--- src/sv/blm_pkg.sv ---
`default_nettype none
// ---------------------------------------------------------------------------
// blm_pkg
// Shared types and constants for the block I/O latency monitor.
// ---------------------------------------------------------------------------
package blm_pkg;

	localparam int INFLIGHT_SLOTS_DEF = 64;
	localparam int DEVICE_SLOTS_DEF   = 256;
	localparam int HIST_BUCKETS       = 64;
	localparam int HB_W               = 6;
	localparam int QDEPTH             = 2;
	localparam int QCNT_W             = $clog2(QDEPTH + 1);
	localparam logic [7:0] WRITE_CHAR = 8'h57;
	localparam logic       CMD_ISSUE    = 1'b0;
	localparam logic       CMD_COMPLETE = 1'b1;

	typedef struct packed {
		logic        cmd;
		logic [63:0] ts;
		logic [63:0] sec;
		logic [15:0] dev;
		logic        wr;
	} item_t;

	typedef struct packed {
		logic [63:0] reads;
		logic [63:0] writes;
		logic [63:0] comps;
		logic [63:0] lsum;
		logic [31:0] depth;
	} dev_stats_t;

	typedef struct packed {
		logic            matched;
		logic            inflight_dropped;
		logic            device_table_full;
		logic            device_found;
		logic [63:0]     latency;
		logic [HB_W-1:0] bucket;
		logic [63:0]     bucket_count;
		dev_stats_t      stats;
	} result_t;

	typedef struct packed {
		logic [QCNT_W-1:0] count;
	} fq_status_t;

	typedef enum logic [3:0] {
		ST_IDLE,
		ST_SREAD,
		ST_SCMP,
		ST_SUPD,
		ST_LOG,
		ST_DREAD,
		ST_DCMP,
		ST_HREAD,
		ST_HUPD,
		ST_DUPD
	} eng_state_t;

endpackage
`default_nettype wire

--- src/sv/blm_front.sv ---
`default_nettype none
// ---------------------------------------------------------------------------
// blm_front
// Accepts events, classifies device and operation, and queues them.
// ---------------------------------------------------------------------------
module blm_front (
	input  wire logic                clk,
	input  wire logic                arst_n,
	input  wire logic                in_valid,
	output logic                     in_ready,
	input  wire logic                command,
	input  wire logic [63:0]         timestamp_ns,
	input  wire logic [63:0]         sector,
	input  wire logic [31:0]         device_number,
	input  wire logic [7:0]          op_char,
	output logic                     q_valid,
	output blm_pkg::item_t           q_item,
	input  wire logic                q_pop,
	output blm_pkg::fq_status_t      q_stat
);
	import blm_pkg::*;

	localparam int PW = (QDEPTH > 1) ? $clog2(QDEPTH) : 1;

	item_t             entry_q [QDEPTH];
	logic [PW-1:0]     wptr_q, rptr_q;
	logic [QCNT_W-1:0] count_q;
	item_t             in_item;
	logic              push, pop;

	always_comb begin
		in_item.cmd = command;
		in_item.ts  = timestamp_ns;
		in_item.sec = sector;
		in_item.dev = device_number[15:0];
		in_item.wr  = (op_char == WRITE_CHAR);
	end

	assign in_ready     = (count_q < QCNT_W'(QDEPTH));
	assign push         = in_valid && in_ready;
	assign pop          = q_pop && q_valid;
	assign q_valid      = (count_q != '0);
	assign q_item       = entry_q[rptr_q];
	assign q_stat.count = count_q;

	always_ff @(posedge clk or negedge arst_n) begin
		if (!arst_n) begin
			wptr_q  <= '0;
			rptr_q  <= '0;
			count_q <= '0;
		end else begin
			if (push) begin
				wptr_q <= (wptr_q == PW'(QDEPTH - 1)) ? '0 : wptr_q + 1'b1;
			end
			if (pop) begin
				rptr_q <= (rptr_q == PW'(QDEPTH - 1)) ? '0 : rptr_q + 1'b1;
			end
			if (push && !pop) begin
				count_q <= count_q + 1'b1;
			end else if (pop && !push) begin
				count_q <= count_q - 1'b1;
			end
		end
	end

	always_ff @(posedge clk) begin
		if (push) begin
			entry_q[wptr_q] <= in_item;
		end
	end
endmodule
`default_nettype wire

--- config.mk ---
export PLATFORM = sky130hd
export DESIGN_NAME = blm_front
export DESIGN_NICKNAME = d
export VERILOG_FILES = /design/src/sv/blm_pkg.sv /design/src/sv/blm_front.sv
export SDC_FILE = /design/constraint.sdc
export NUM_CORES = 1
export LEC_CHECK = 0
export BUFFER_PORTS_ARGS = -buffer_cell sky130_fd_sc_hd__buf_4
export CORE_AREA = 2 2 179 251
export CTS_CLUSTER_DIAMETER = 60
export DETAILED_ROUTE_END_ITERATION = 7
export DIE_AREA = 0 0 181 253
export GPL_ROUTABILITY_DRIVEN = 0
export PLACE_DENSITY = 0.51
export SLEW_MARGIN = 20
export SYNTH_ARGS = -nofsm -noshare
export SYNTH_HDL_FRONTEND = slang
export SYNTH_SLANG_ARGS = --single-unit
--- constraint.sdc ---
create_clock -name clk -period 17.6 [get_ports clk]
set_clock_uncertainty 0.2 [all_clocks]
set_input_delay 2.64 -clock clk [delete_from_list [all_inputs] [get_ports clk]]
set_output_delay 2.64 -clock clk [all_outputs]
set_load 0.02 [all_outputs]
* Yosys cells after proc, flatten, opt, wreduce, memory -nomap -nowiden *
Memory sizes are Yosys's and may differ from the RTL's.
Cells that the tools add are included.
W data, S select, Z words.

operators by class
  add/sub/neg operators = 4
  $lt $le $gt $ge = 1
  eq/ne operators = 1
  multiplexer cells = 6
  reductions and logical operators = 8

operators by type and width
  kind                   number
  $eq A8 B7 Y1 const B   1
  $logic_and A1 B1 Y1    4
  $mux W1                4
  $mux W2                2
  $reduce_bool A2 Y1     2
  $add A1 B1 Y1 const B  2
  $add A2 B1 Y2 const B  1
  $logic_not A1 Y1       2
  $lt A2 B2 Y1 const B   1
  $sub A2 B1 Y2 const B  1

word-level totals
  register bits = 4
  RAM bits = 292
  input port bits = 173
  output and inout port bits = 150
  logic and storage cells = 24
  memories = 1

memory list
  memory   depth  width  rd ports  clocked after memory_dff  write ports  line             RTL
  entry_q  2      146    1         0                         1            blm_front.sv:25  item_t entry_q [QDEPTH];

* Longest topological paths before layout *
Gate-level depths: netlist (run 1).

  depth in word-level cells = 6
  gate-level depth with buffers = 6
  gate-level depth less buffers = 6

* Worst setup path before layout (run 1) *
No wires, ideal clock.

  path kind = input-to-reg
  start point = input port in_valid
  end point = memory entry_q[0][0] in the netlist's numbering (enable)
  library setup time = 671 ps
  arrival time = 9328 ps
  required time = 16729 ps
  slack = 7401 ps
  stages on the path = 2
  path buffers = 0
  path through = nor2b_1 nor2b_1

on the way
  longest elaborated chain between the ends = 3

RTL lines
  item                           line             RTL
  start, declared                blm_front.sv:9   input wire logic in_valid,
  $logic_and A1 B1 Y1            blm_front.sv:40  assign push = in_valid && in_ready;
  $mux W1                        blm_front.sv:67  if (push) begin
  $mux W1 (implied by the code)  blm_front.sv:68  entry_q[wptr_q] <= in_item;
  end, declared                  blm_front.sv:25

Every way passes these cells.

==> results of run 1 <==
==> registers in the layout (all words and copies together) (netlist names) <==
register and cells:
q_stat 2, entry_q 292, rptr_q 1, wptr_q 1
==> stage by stage <==
stage / setup slack (ns) / total power (µW) / hold WS [ns]
2_1_floorplan: 7.40 / 1500 / 0.255
3_3_place_gp: 12.34 / 1790 / 0.329
3_5_place_dp: 12.37 / 1800 / 0.338
4_1_cts: 11.89 / 2430 / 0.351
5_1_grt: 11.77 / 2490 / 0.373
6_report: 12.00 / 2380 / 0.345
==> cells by family (layout without fill, tap and decap cells) <==
family / Yosys count / count (layout) / synth area share [%]
flip-flops: 296 / 296 / 82.1
multiplexers: 146 / 146 / 15.2
buffers and inverters: 17 / 365 / 1.64
AND/OR/NAND/NOR: 9 / 9 / 0.521
XOR/XNOR: 5 / 5 / 0.405
adder cells (fa/ha/maj): 1 / 1 / 0.116
other: 0 / 3 / 0
==> report_power, final <==
| group | total, µW | internal, µW | switching, µW |
|---|---|---|---|
| registers | 968 | 924 | 43.5 |
| clock network | 617 | 362 | 255 |
| logic | 792 | 353 | 439 |
==> area by class of cell <==
class / instances / share of cell area (%)
Antenna cell: 3 / 0.0513
Inverter: 1 / 0.0256
Sequential cell: 296 / 60.6
Timing Repair Buffer: 313 / 16.0
Clock inverter: 15 / 1.02
Multi-Input combinational cell: 161 / 12.1
Tap cell: 558 / 4.77
Clock buffer: 36 / 5.43
==> how the worst max path moves through the flow <==
stage / endpoint / start / cells after the start / slack [ns]
2_1_floorplan: entry_q[0][0]$_DFFE_PP_ / in_valid / 2 / 7.40
3_3_place_gp: entry_q[1][142]$_DFFE_PP_ / in_valid / 4 / 12.34
3_5_place_dp: entry_q[1][119]$_DFFE_PP_ / in_valid / 4 / 12.37
4_1_cts: q_item[41] / rptr_q$_DFFE_PN0P_ / 3 / 11.89
5_1_grt: q_item[10] / rptr_q$_DFFE_PN0P_ / 3 / 11.77
6_report: q_item[10] / rptr_q$_DFFE_PN0P_ / 3 / 12.00
==> cells in the final DEF (no fill, tap or decap) <==
cell type,instances
and2_4,1
buf_4,313
bufinv_16,3
clkbuf_1,5
clkbuf_16,31
clkinv_1,7
clkinv_2,3
clkinv_4,1
dfrtp_1,3
dfrtp_4,1
diode_2,3
edfxtp_1,292
ha_1,1
inv_1,1
inv_6,1
mux2_2,146
nand2_1,1
nand4b_1,1
nand4bb_1,1
nor2_1,2
nor2b_1,1
nor2b_4,1
or2_2,1
xnor2_1,3
xor2_1,2
==> routing by layer <==
| layer | track usage [%] | share of wire, % | vias up |
|---|---|---|---|
| met3 | 3.94 | 8.6 | 45 |
| li1 | - | - | 2544 |
| met5 | 0 | 0.095 | - |
| met4 | 4.39 | 2.9 | 4 |
| met1 | 10.2 | 34 | 2726 |
| met2 | 18.7 | 55 | 197 |
==> critical path, stage by stage, from the launching register on <==
cell,delay (ns)
dfrtp_4,0.79
buf_4,0.73
mux2_2,0.42
buf_4,0.16
==> flow_summary.json, run 1 <==
{
  "cts_sinks": 296,
  "num_rows": 91,
  "finalMaxSlewViolations": 0,
  "ys_types": 16,
  "yosysSeqAreaShare_pct": 82.1,
  "rrSetupSlack_ns": 14.75,
  "fmax_mhz": 179,
  "cts_buffer_depth": 3,
  "dpl.hpwl_mm": 16.2,
  "hold_start": "wptr_q$_DFFE_PN0P_",
  "timing.final.crit_share_pct": 31.8,
  "die_w_um": 181,
  "vias": 5516,
  "fin_nets": 978,
  "p_leak_uw": 0.00532,
  "grt_pass1_vias": 5930,
  "reg2regPathDepth": 3,
  "final_util_pct": 33.5,
  "avgRoutedWirePerCell_um": 17.5,
  "drive_above_1_share_pct": 61.1,
  "antenna_found_initial": 5,
  "max_slew_margin_pct": 44.0,
  "multiInputGateArea_um2": 1770,
  "drt-vias-per-instance": 3.99,
  "hold_viol": 0,
  "grt_pass1_wl_mm": 35.5,
  "final_cells": 1383,
  "synth_warnings": 0,
  "grt_max_degree": 58,
  "power_density_nw_per_um2": 162,
  "ctsResizeCount": 0,
  "hold_end": "wptr_q$_DFFE_PN0P_",
  "postCtsSetupBuffers": 0,
  "clk_latency_ns": 0.55,
  "fin_area_um2": 14600,
  "yosysTopAreaCell": "edfxtp_1",
  "cts_root_buf": "clkbuf_16",
  "synth_area_um2": 10800,
  "cts_buffers": 31,
  "arrival_ns": 2.76,
  "drc": 0,
  "end_kind": "primary output",
  "placedCellCount": 1329,
  "syn_to_final_growth_pct": 35.5,
  "path_clk_slew_ns": 0.06,
  "synth_cells": 474,
  "port_buffers": 306,
  "cts_tree": "done",
  "maxCapViolations": 0,
  "start_util_pct": 24.7,
  "grt_use_total_pct": 10.2,
  "rsz0062_at_grt": "no",
  "period_needed_ns": 5.60,
  "synth_edf_count": 292,
  "routed_wl_mm": 24.2,
  "drtPass1Iterations": 4,
  "coreArea_um2": 43700,
  "ios": 323,
  "crit_required_ns": 14.76,
  "synthTopCellsByArea": "edfxtp_1 (81%), mux2_2 (15%), buf_6 (1.6%)",
  "final-seq-area_um2": 8870,
  "detail-route-antenna-nets": 0,
  "critPathMaxFanout": 57,
  "synth_top_area_share_pct": 81.2,
  "fillers": 4314,
  "hold_depth": 1,
  "cts_hold_buf": 0,
  "drt_iter0_markers": 191,
  "place_area_um2": 13700,
  "h-tree-depth": 1,
  "synthesis.nets": 648,
  "status": "finished clean",
  "async_reset_ff_share_pct": 1.35,
  "ys.flop_type": "edfxtp_1",
  "vdd_drop_max_mv": 0.0835,
  "r2r_start": "q_stat[1]$_DFFE_PN0P_",
  "tns_ns": 0,
  "synth_seq_cells": 296,
  "r2r-end": "entry_q[1][29]$_DFFE_PP_",
  "design.die.area_um2": 45800,
  "setup_viol": 0,
  "hp-class": "reg2reg",
  "cp-start-kind": "register",
  "tightest_slew_ns": 0.840,
  "die_h_um": 253,
  "grt_remaining_overflow": 0,
  "synth_commonest_cells": "edfxtp_1 (292), mux2_2 (146), buf_6 (15), dfrtp_1 (4), xnor2_1 (3)",
  "critPathKind": "reg2out",
  "synth.most_common_cell": "edfxtp_1",
  "syn_area_per_cell_um2": 22.8
}
Note: power is estimated with default switching activity, not from simulation.
==> run 2, diff against run 1 <==
PLACE_DENSITY = 0.53   (was 0.51)
clock period = 5 ns   (was 17.6 ns; I/O delays follow)
==> run 2 against run 1 <==
Effect of this change:
- flip-flop and latch count unchanged
- count of clock-buffer cells in the layout increased by 6
- via count increased by 0.60%
- non-clock buffer count increased by 1
- power increased to 3.5 times the previous value
- worst hold slack got worse by 0.19 ns
- die area unchanged
- wire length about the same
- final cell count increased by 0.36%
- worst setup slack got worse by 11 ns
- global-route usage about the same
- critical path type unchanged
- critical endpoint is now q_item[5]
- largest cell class unchanged
- largest power group unchanged
==> flow_summary.json, run 2 (synthesis gave the netlist of run 1 again) <==
{
  "maxCapViolations": 0,
  "crit_required_ns": 4.05,
  "hp-class": "in2reg",
  "start_util_pct": 24.7,
  "grt_remaining_overflow": 0,
  "fmax_mhz": 278,
  "end_kind": "primary output",
  "cts_buffers": 31,
  "postCtsSetupBuffers": 0,
  "critPathKind": "reg2out",
  "cp-start-kind": "register",
  "h-tree-depth": 1,
  "drtPass1Iterations": 4,
  "detail-route-antenna-nets": 0,
  "p_switching_uw": 2650,
  "grt_use_total_pct": 10.2,
  "r2r_start": "q_stat[1]$_DFFE_PN0P_",
  "grt_pass1_vias": 5897,
  "design.die.area_um2": 45800,
  "path_clk_slew_ns": 0.06,
  "seq_power_share_pct": 41.0,
  "rrSetupSlack_ns": 2.50,
  "num_rows": 91,
  "die_w_um": 181,
  "cts_buffer_depth": 3,
  "vdd_drop_max_mv": 0.297,
  "hold_slack_ns": 0.158,
  "routed_wl_mm": 24.2,
  "drt_iter0_markers": 230,
  "rsz0062_at_grt": "no",
  "period_needed_ns": 3.60,
  "drc": 0,
  "power.share.switching_pct": 31.7,
  "p_leak_uw": 0.00533,
  "setup_viol": 0,
  "max_slew_margin_pct": 45.8,
  "power_density_nw_per_um2": 570,
  "status": "finished clean",
  "p_int_uw": 5720,
  "arrival_ns": 2.65,
  "r2r-end": "entry_q[0][5]$_DFFE_PP_",
  "cts_tree": "done",
  "reg2regPathDepth": 3,
  "final_common_cell": "buf_4",
  "tightest_slew_ns": 0.813,
  "dpl.hpwl_mm": 15.8,
  "antenna_found_initial": 2,
  "crit_end": "q_item[5]",
  "cts_hold_buf": 1,
  "worstSetupStartpoint": "rptr_q$_DFFE_PN0P_",
  "power_frac_comb_pct": 33.4,
  "met2_usage_pct": 19.2,
  "gr-max-usage-layer": "met2",
  "grt_max_degree": 72,
  "use_met1_pct": 10.2,
  "fin_nets": 979,
  "hold_depth": 1,
  "avgRoutedWirePerCell_um": 17.4,
  "largest_register": "entry_q",
  "coreArea_um2": 43700,
  "vias": 5549,
  "syn_to_final_growth_pct": 36.0,
  "die_h_um": 253,
  "clkPwrFrac_pct": 25.6,
  "timing.final.crit_share_pct": 72.1,
  "tns_ns": 0,
  "drt-vias-per-instance": 4.00,
  "grt_pass1_wl_mm": 35.4,
  "cts_root_buf": "clkbuf_16",
  "ctsResizeCount": 0,
  "ios": 323,
  "finalMaxSlewViolations": 0,
  "port_buffers": 306,
  "final_cell_mix": "buf_4 (309), edfxtp_1 (292), mux2_2 (146)",
  "cts_sinks": 296,
  "drive_above_1_share_pct": 61.1,
  "clk_latency_ns": 0.56,
  "grtUsageMet3_pct": 3.03,
  "largest_reg_flops": 292,
  "hold_viol": 0,
  "critPathMaxFanout": 51
}
-- run 2: cell count changes in the layout (fill, tap and decap cells not counted), sizes merged --
cell | previous run | this run
clkbuf | 36 | 42
clkinv | 11 | 7
inv | 2 | 5
bufinv | 3 | 1
clkinvlp | 0 | 2
diode | 3 | 2
dlygate4sd3 | 0 | 1
-- run 2: final cells by class --
type	instances	area, µm²
Timing Repair Buffer	314	2410
Clock buffer	42	817
Tap cell	558	698
Clock inverter	14	115
Fill cell	4297	29000
Antenna cell	2	5.00
Multi-Input combinational cell	161	1770
Sequential cell	296	8870
Inverter	1	3.75
-- run 2: power groups by stage --
stage / sequential, µW / combinational (µW) / clock (µW)
6_report: 3430 / 2800 / 2140
5_1_grt: 3480 / 2980 / 2320
4_1_cts: 3440 / 2880 / 2230
3_5_place_dp: 3490 / 2870 / 0
3_3_place_gp: 3470 / 2870 / 0
2_1_floorplan: 3410 / 1810 / 0
-- run 2: per-stage QoR --
step | utilization [%] | cell area, µm² | setup slack (ns) | power, µW | std cells
5_1_grt | 33.6 | 14700 | 1.22 | 8780 | 1388
6_report | 33.6 | 14700 | 1.40 | 8370 | 1388
2_1_floorplan | - | 10800 | 1.11 | 5210 | 474
4_1_cts | 33.6 | 14700 | 1.30 | 8550 | 1386
3_3_place_gp | 31.4 | 13700 | 1.92 | 6340 | 1329
3_5_place_dp | 31.4 | 13700 | 1.93 | 6360 | 1329
-- run 2: how the worst min path moves through the flow --
stage                                     start                   endpoint  slack (ns)
after floorplan                          arst_n      q_stat[0]$_DFFE_PN0P_        0.25
after global placement    q_stat[0]$_DFFE_PN0P_      q_stat[0]$_DFFE_PN0P_        0.33
after CTS                      timestamp_ns[41]  entry_q[1][122]$_DFFE_PP_        0.12
after global routing           timestamp_ns[13]   entry_q[1][94]$_DFFE_PP_        0.12
final                          timestamp_ns[38]  entry_q[0][119]$_DFFE_PP_        0.16
after detailed placement     wptr_q$_DFFE_PN0P_         wptr_q$_DFFE_PN0P_        0.34
-- run 2: per-layer routing --
metal / vias up / part of all wire [%]
met4: 0 / 3.5
met3: 44 / 7.7
met5: - / 0
li1: 2551 / -
met2: 195 / 55
met1: 2759 / 34
-- run 2: worst max-delay path: stages, from the launching register on --
cell and delay [ns]:
dfrtp_4 0.94, buf_4 0.52, mux2_2 0.39, buf_4 0.17
==> run 3, diff against run 2 <==
PLACE_DENSITY = 0.51   (was 0.53)
clock period = 3.7 ns   (was 5 ns; I/O delays follow)
==> run 3 against run 2 <==
Effect of this change:
- non-clock buffer count rose by 149
- worst hold slack got worse by 0.038 ns
- combinational power rose by 44%
- first-iteration DRC count rose by 10%
- power rose by 36%
- die area did not move
- worst setup slack got worse by 0.64 ns
- sequential power rose by 33%
- register-to-register slack got worse by 1.1 ns
- critical path depth did not move
- critical endpoint is now q_item[90]
==> flow_summary.json, run 3 (synthesis gave the netlist of run 1 again) <==
{
  "status": "finished clean",
  "grt_remaining_overflow": 0,
  "rsz0062_at_grt": "no",
  "drt-vias-per-instance": 4.03,
  "drc": 0,
  "die_w_um": 181,
  "final_common_cell": "buf_4",
  "timing.final.crit_share_pct": 79.7,
  "cts_buffers": 30,
  "hold_start": "q_pop",
  "p_leak_uw": 0.00594,
  "drtPass1Iterations": 4,
  "rrSetupSlack_ns": 1.43,
  "cts_buffer_depth": 3,
  "antenna_found_initial": 0,
  "coreArea_um2": 43700,
  "cts_sinks": 296,
  "fmax_mhz": 339,
  "cp-start-kind": "register",
  "tightest_slew_ns": 0.601,
  "drt_iter0_markers": 253,
  "largest_register": "entry_q",
  "fin_nets": 1127,
  "finalMaxSlewViolations": 0,
  "routed_wl_mm": 25.3,
  "end_kind": "primary output",
  "drive_above_1_share_pct": 52.1,
  "period_needed_ns": 2.95,
  "grt_pass1_vias": 6821,
  "tns_ns": 0,
  "avgRoutedWirePerCell_um": 16.5,
  "grt_pass1_wl_mm": 37.6,
  "ios": 323,
  "num_rows": 91,
  "detail-route-antenna-nets": 0,
  "p_total_uw": 11300,
  "cts_root_buf": "clkbuf_16",
  "vdd_drop_max_mv": 0.394,
  "crit_required_ns": 2.94,
  "hold_end": "rptr_q$_DFFE_PN0P_",
  "critPathMaxFanout": 62,
  "start_util_pct": 24.7,
  "setup_viol": 0,
  "syn_to_final_growth_pct": 49.3,
  "antenna_cells": 0,
  "vias": 6154,
  "postCtsSetupBuffers": 0,
  "final_cell_mix": "buf_4 (311), edfxtp_1 (292), mux2_2 (146), dlygate4sd3_1 (146), clkbuf_16 (31)",
  "final_util_pct": 36.9,
  "h-tree-depth": 1,
  "r2r_start": "q_stat[1]$_DFFE_PN0P_",
  "grt_use_total_pct": 10.7,
  "max_slew_margin_pct": 59.9,
  "clk_latency_ns": 0.56,
  "critPathKind": "reg2out",
  "hold_depth": 3,
  "r2r-end": "entry_q[1][50]$_DFFE_PP_",
  "power_density_nw_per_um2": 703,
  "die_h_um": 253,
  "cts_tree": "done",
  "path_clk_slew_ns": 0.06,
  "hold_viol": 0,
  "dpl.hpwl_mm": 16.0,
  "port_buffers": 306,
  "arrival_ns": 2.19,
  "largest_reg_flops": 292,
  "grt_max_degree": 75,
  "design.die.area_um2": 45800,
  "reg2regPathDepth": 3,
  "maxCapViolations": 0,
  "hp-class": "in2reg"
}
run 3: cell types whose count changed in the layout (fill, tap and decap cells not counted), sizes merged, moves of 2 or more:
cell / before / now
clkinv: 7 / 9
buf: 313 / 317
diode: 2 / 0
clkbuf: 42 / 36
dlygate4sd3: 1 / 146
run 3: repair_timing:
action | in CTS | in global routing
endpoints found under the setup margin | 0 | 0
hold buffers | 146 | 0
endpoints found under the hold margin | 294 | 0
resized for setup | 0 | 0
run 3: critical path, cell delays in order (launching register included):
cell	delay, ns
dfrtp_4	0.64
buf_12	0.34
mux2_2	0.39
buf_4	0.16
run 3: worst max-delay path by stage:
| stage | to | start | slack (ns) | depth (start not counted) |
|---|---|---|---|---|
| after floorplan | entry_q[0][0]$_DFFE_PP_ | in_valid | 0.006 | 2 |
| after global placement | entry_q[1][50]$_DFFE_PP_ | in_valid | 1.16 | 4 |
| after detailed placement | entry_q[1][50]$_DFFE_PP_ | in_valid | 1.14 | 4 |
| after CTS | q_item[60] | rptr_q$_DFFE_PN0P_ | 0.69 | 3 |
| after global routing | q_item[60] | rptr_q$_DFFE_PN0P_ | 0.63 | 3 |
| final | q_item[90] | rptr_q$_DFFE_PN0P_ | 0.75 | 3 |
run 3: layer usage:
layer  GRT usage [%]  vias up  share of wire [%]
met5               0        -                  0
met4            3.81        0                2.5
met3            2.47       42                5.8
met2            21.6      178                 57
met1            10.4     3095                 35
li1                -     2839                  -
run 3: where the power goes:
part	internal, µW	switching [µW]
registers	4390	175
logic	1850	2190
clock network	1520	1220
total	7760	3590
run 3: area by class of cell:
cell class                 count  area (µm²)
clock buffer                  36         795
clock inverter                13        73.8
fill                        4188       27600
inverter                       1        3.75
multi-input combinational    161        1770
sequential                   296        8870
tap                          558         698
timing repair buffer         463        3920
run 3: through the flow:
stage	instance area (µm²)	setup slack, ns	std cells	hold slack, ns
after floorplan	10800	0.00617	474	0.0594
after global placement	13800	1.16	1333	0.154
after detailed placement	13800	1.14	1333	0.159
after CTS	16100	0.689	1528	0.0723
after global routing	16100	0.632	1528	0.101
final	16100	0.752	1528	0.120
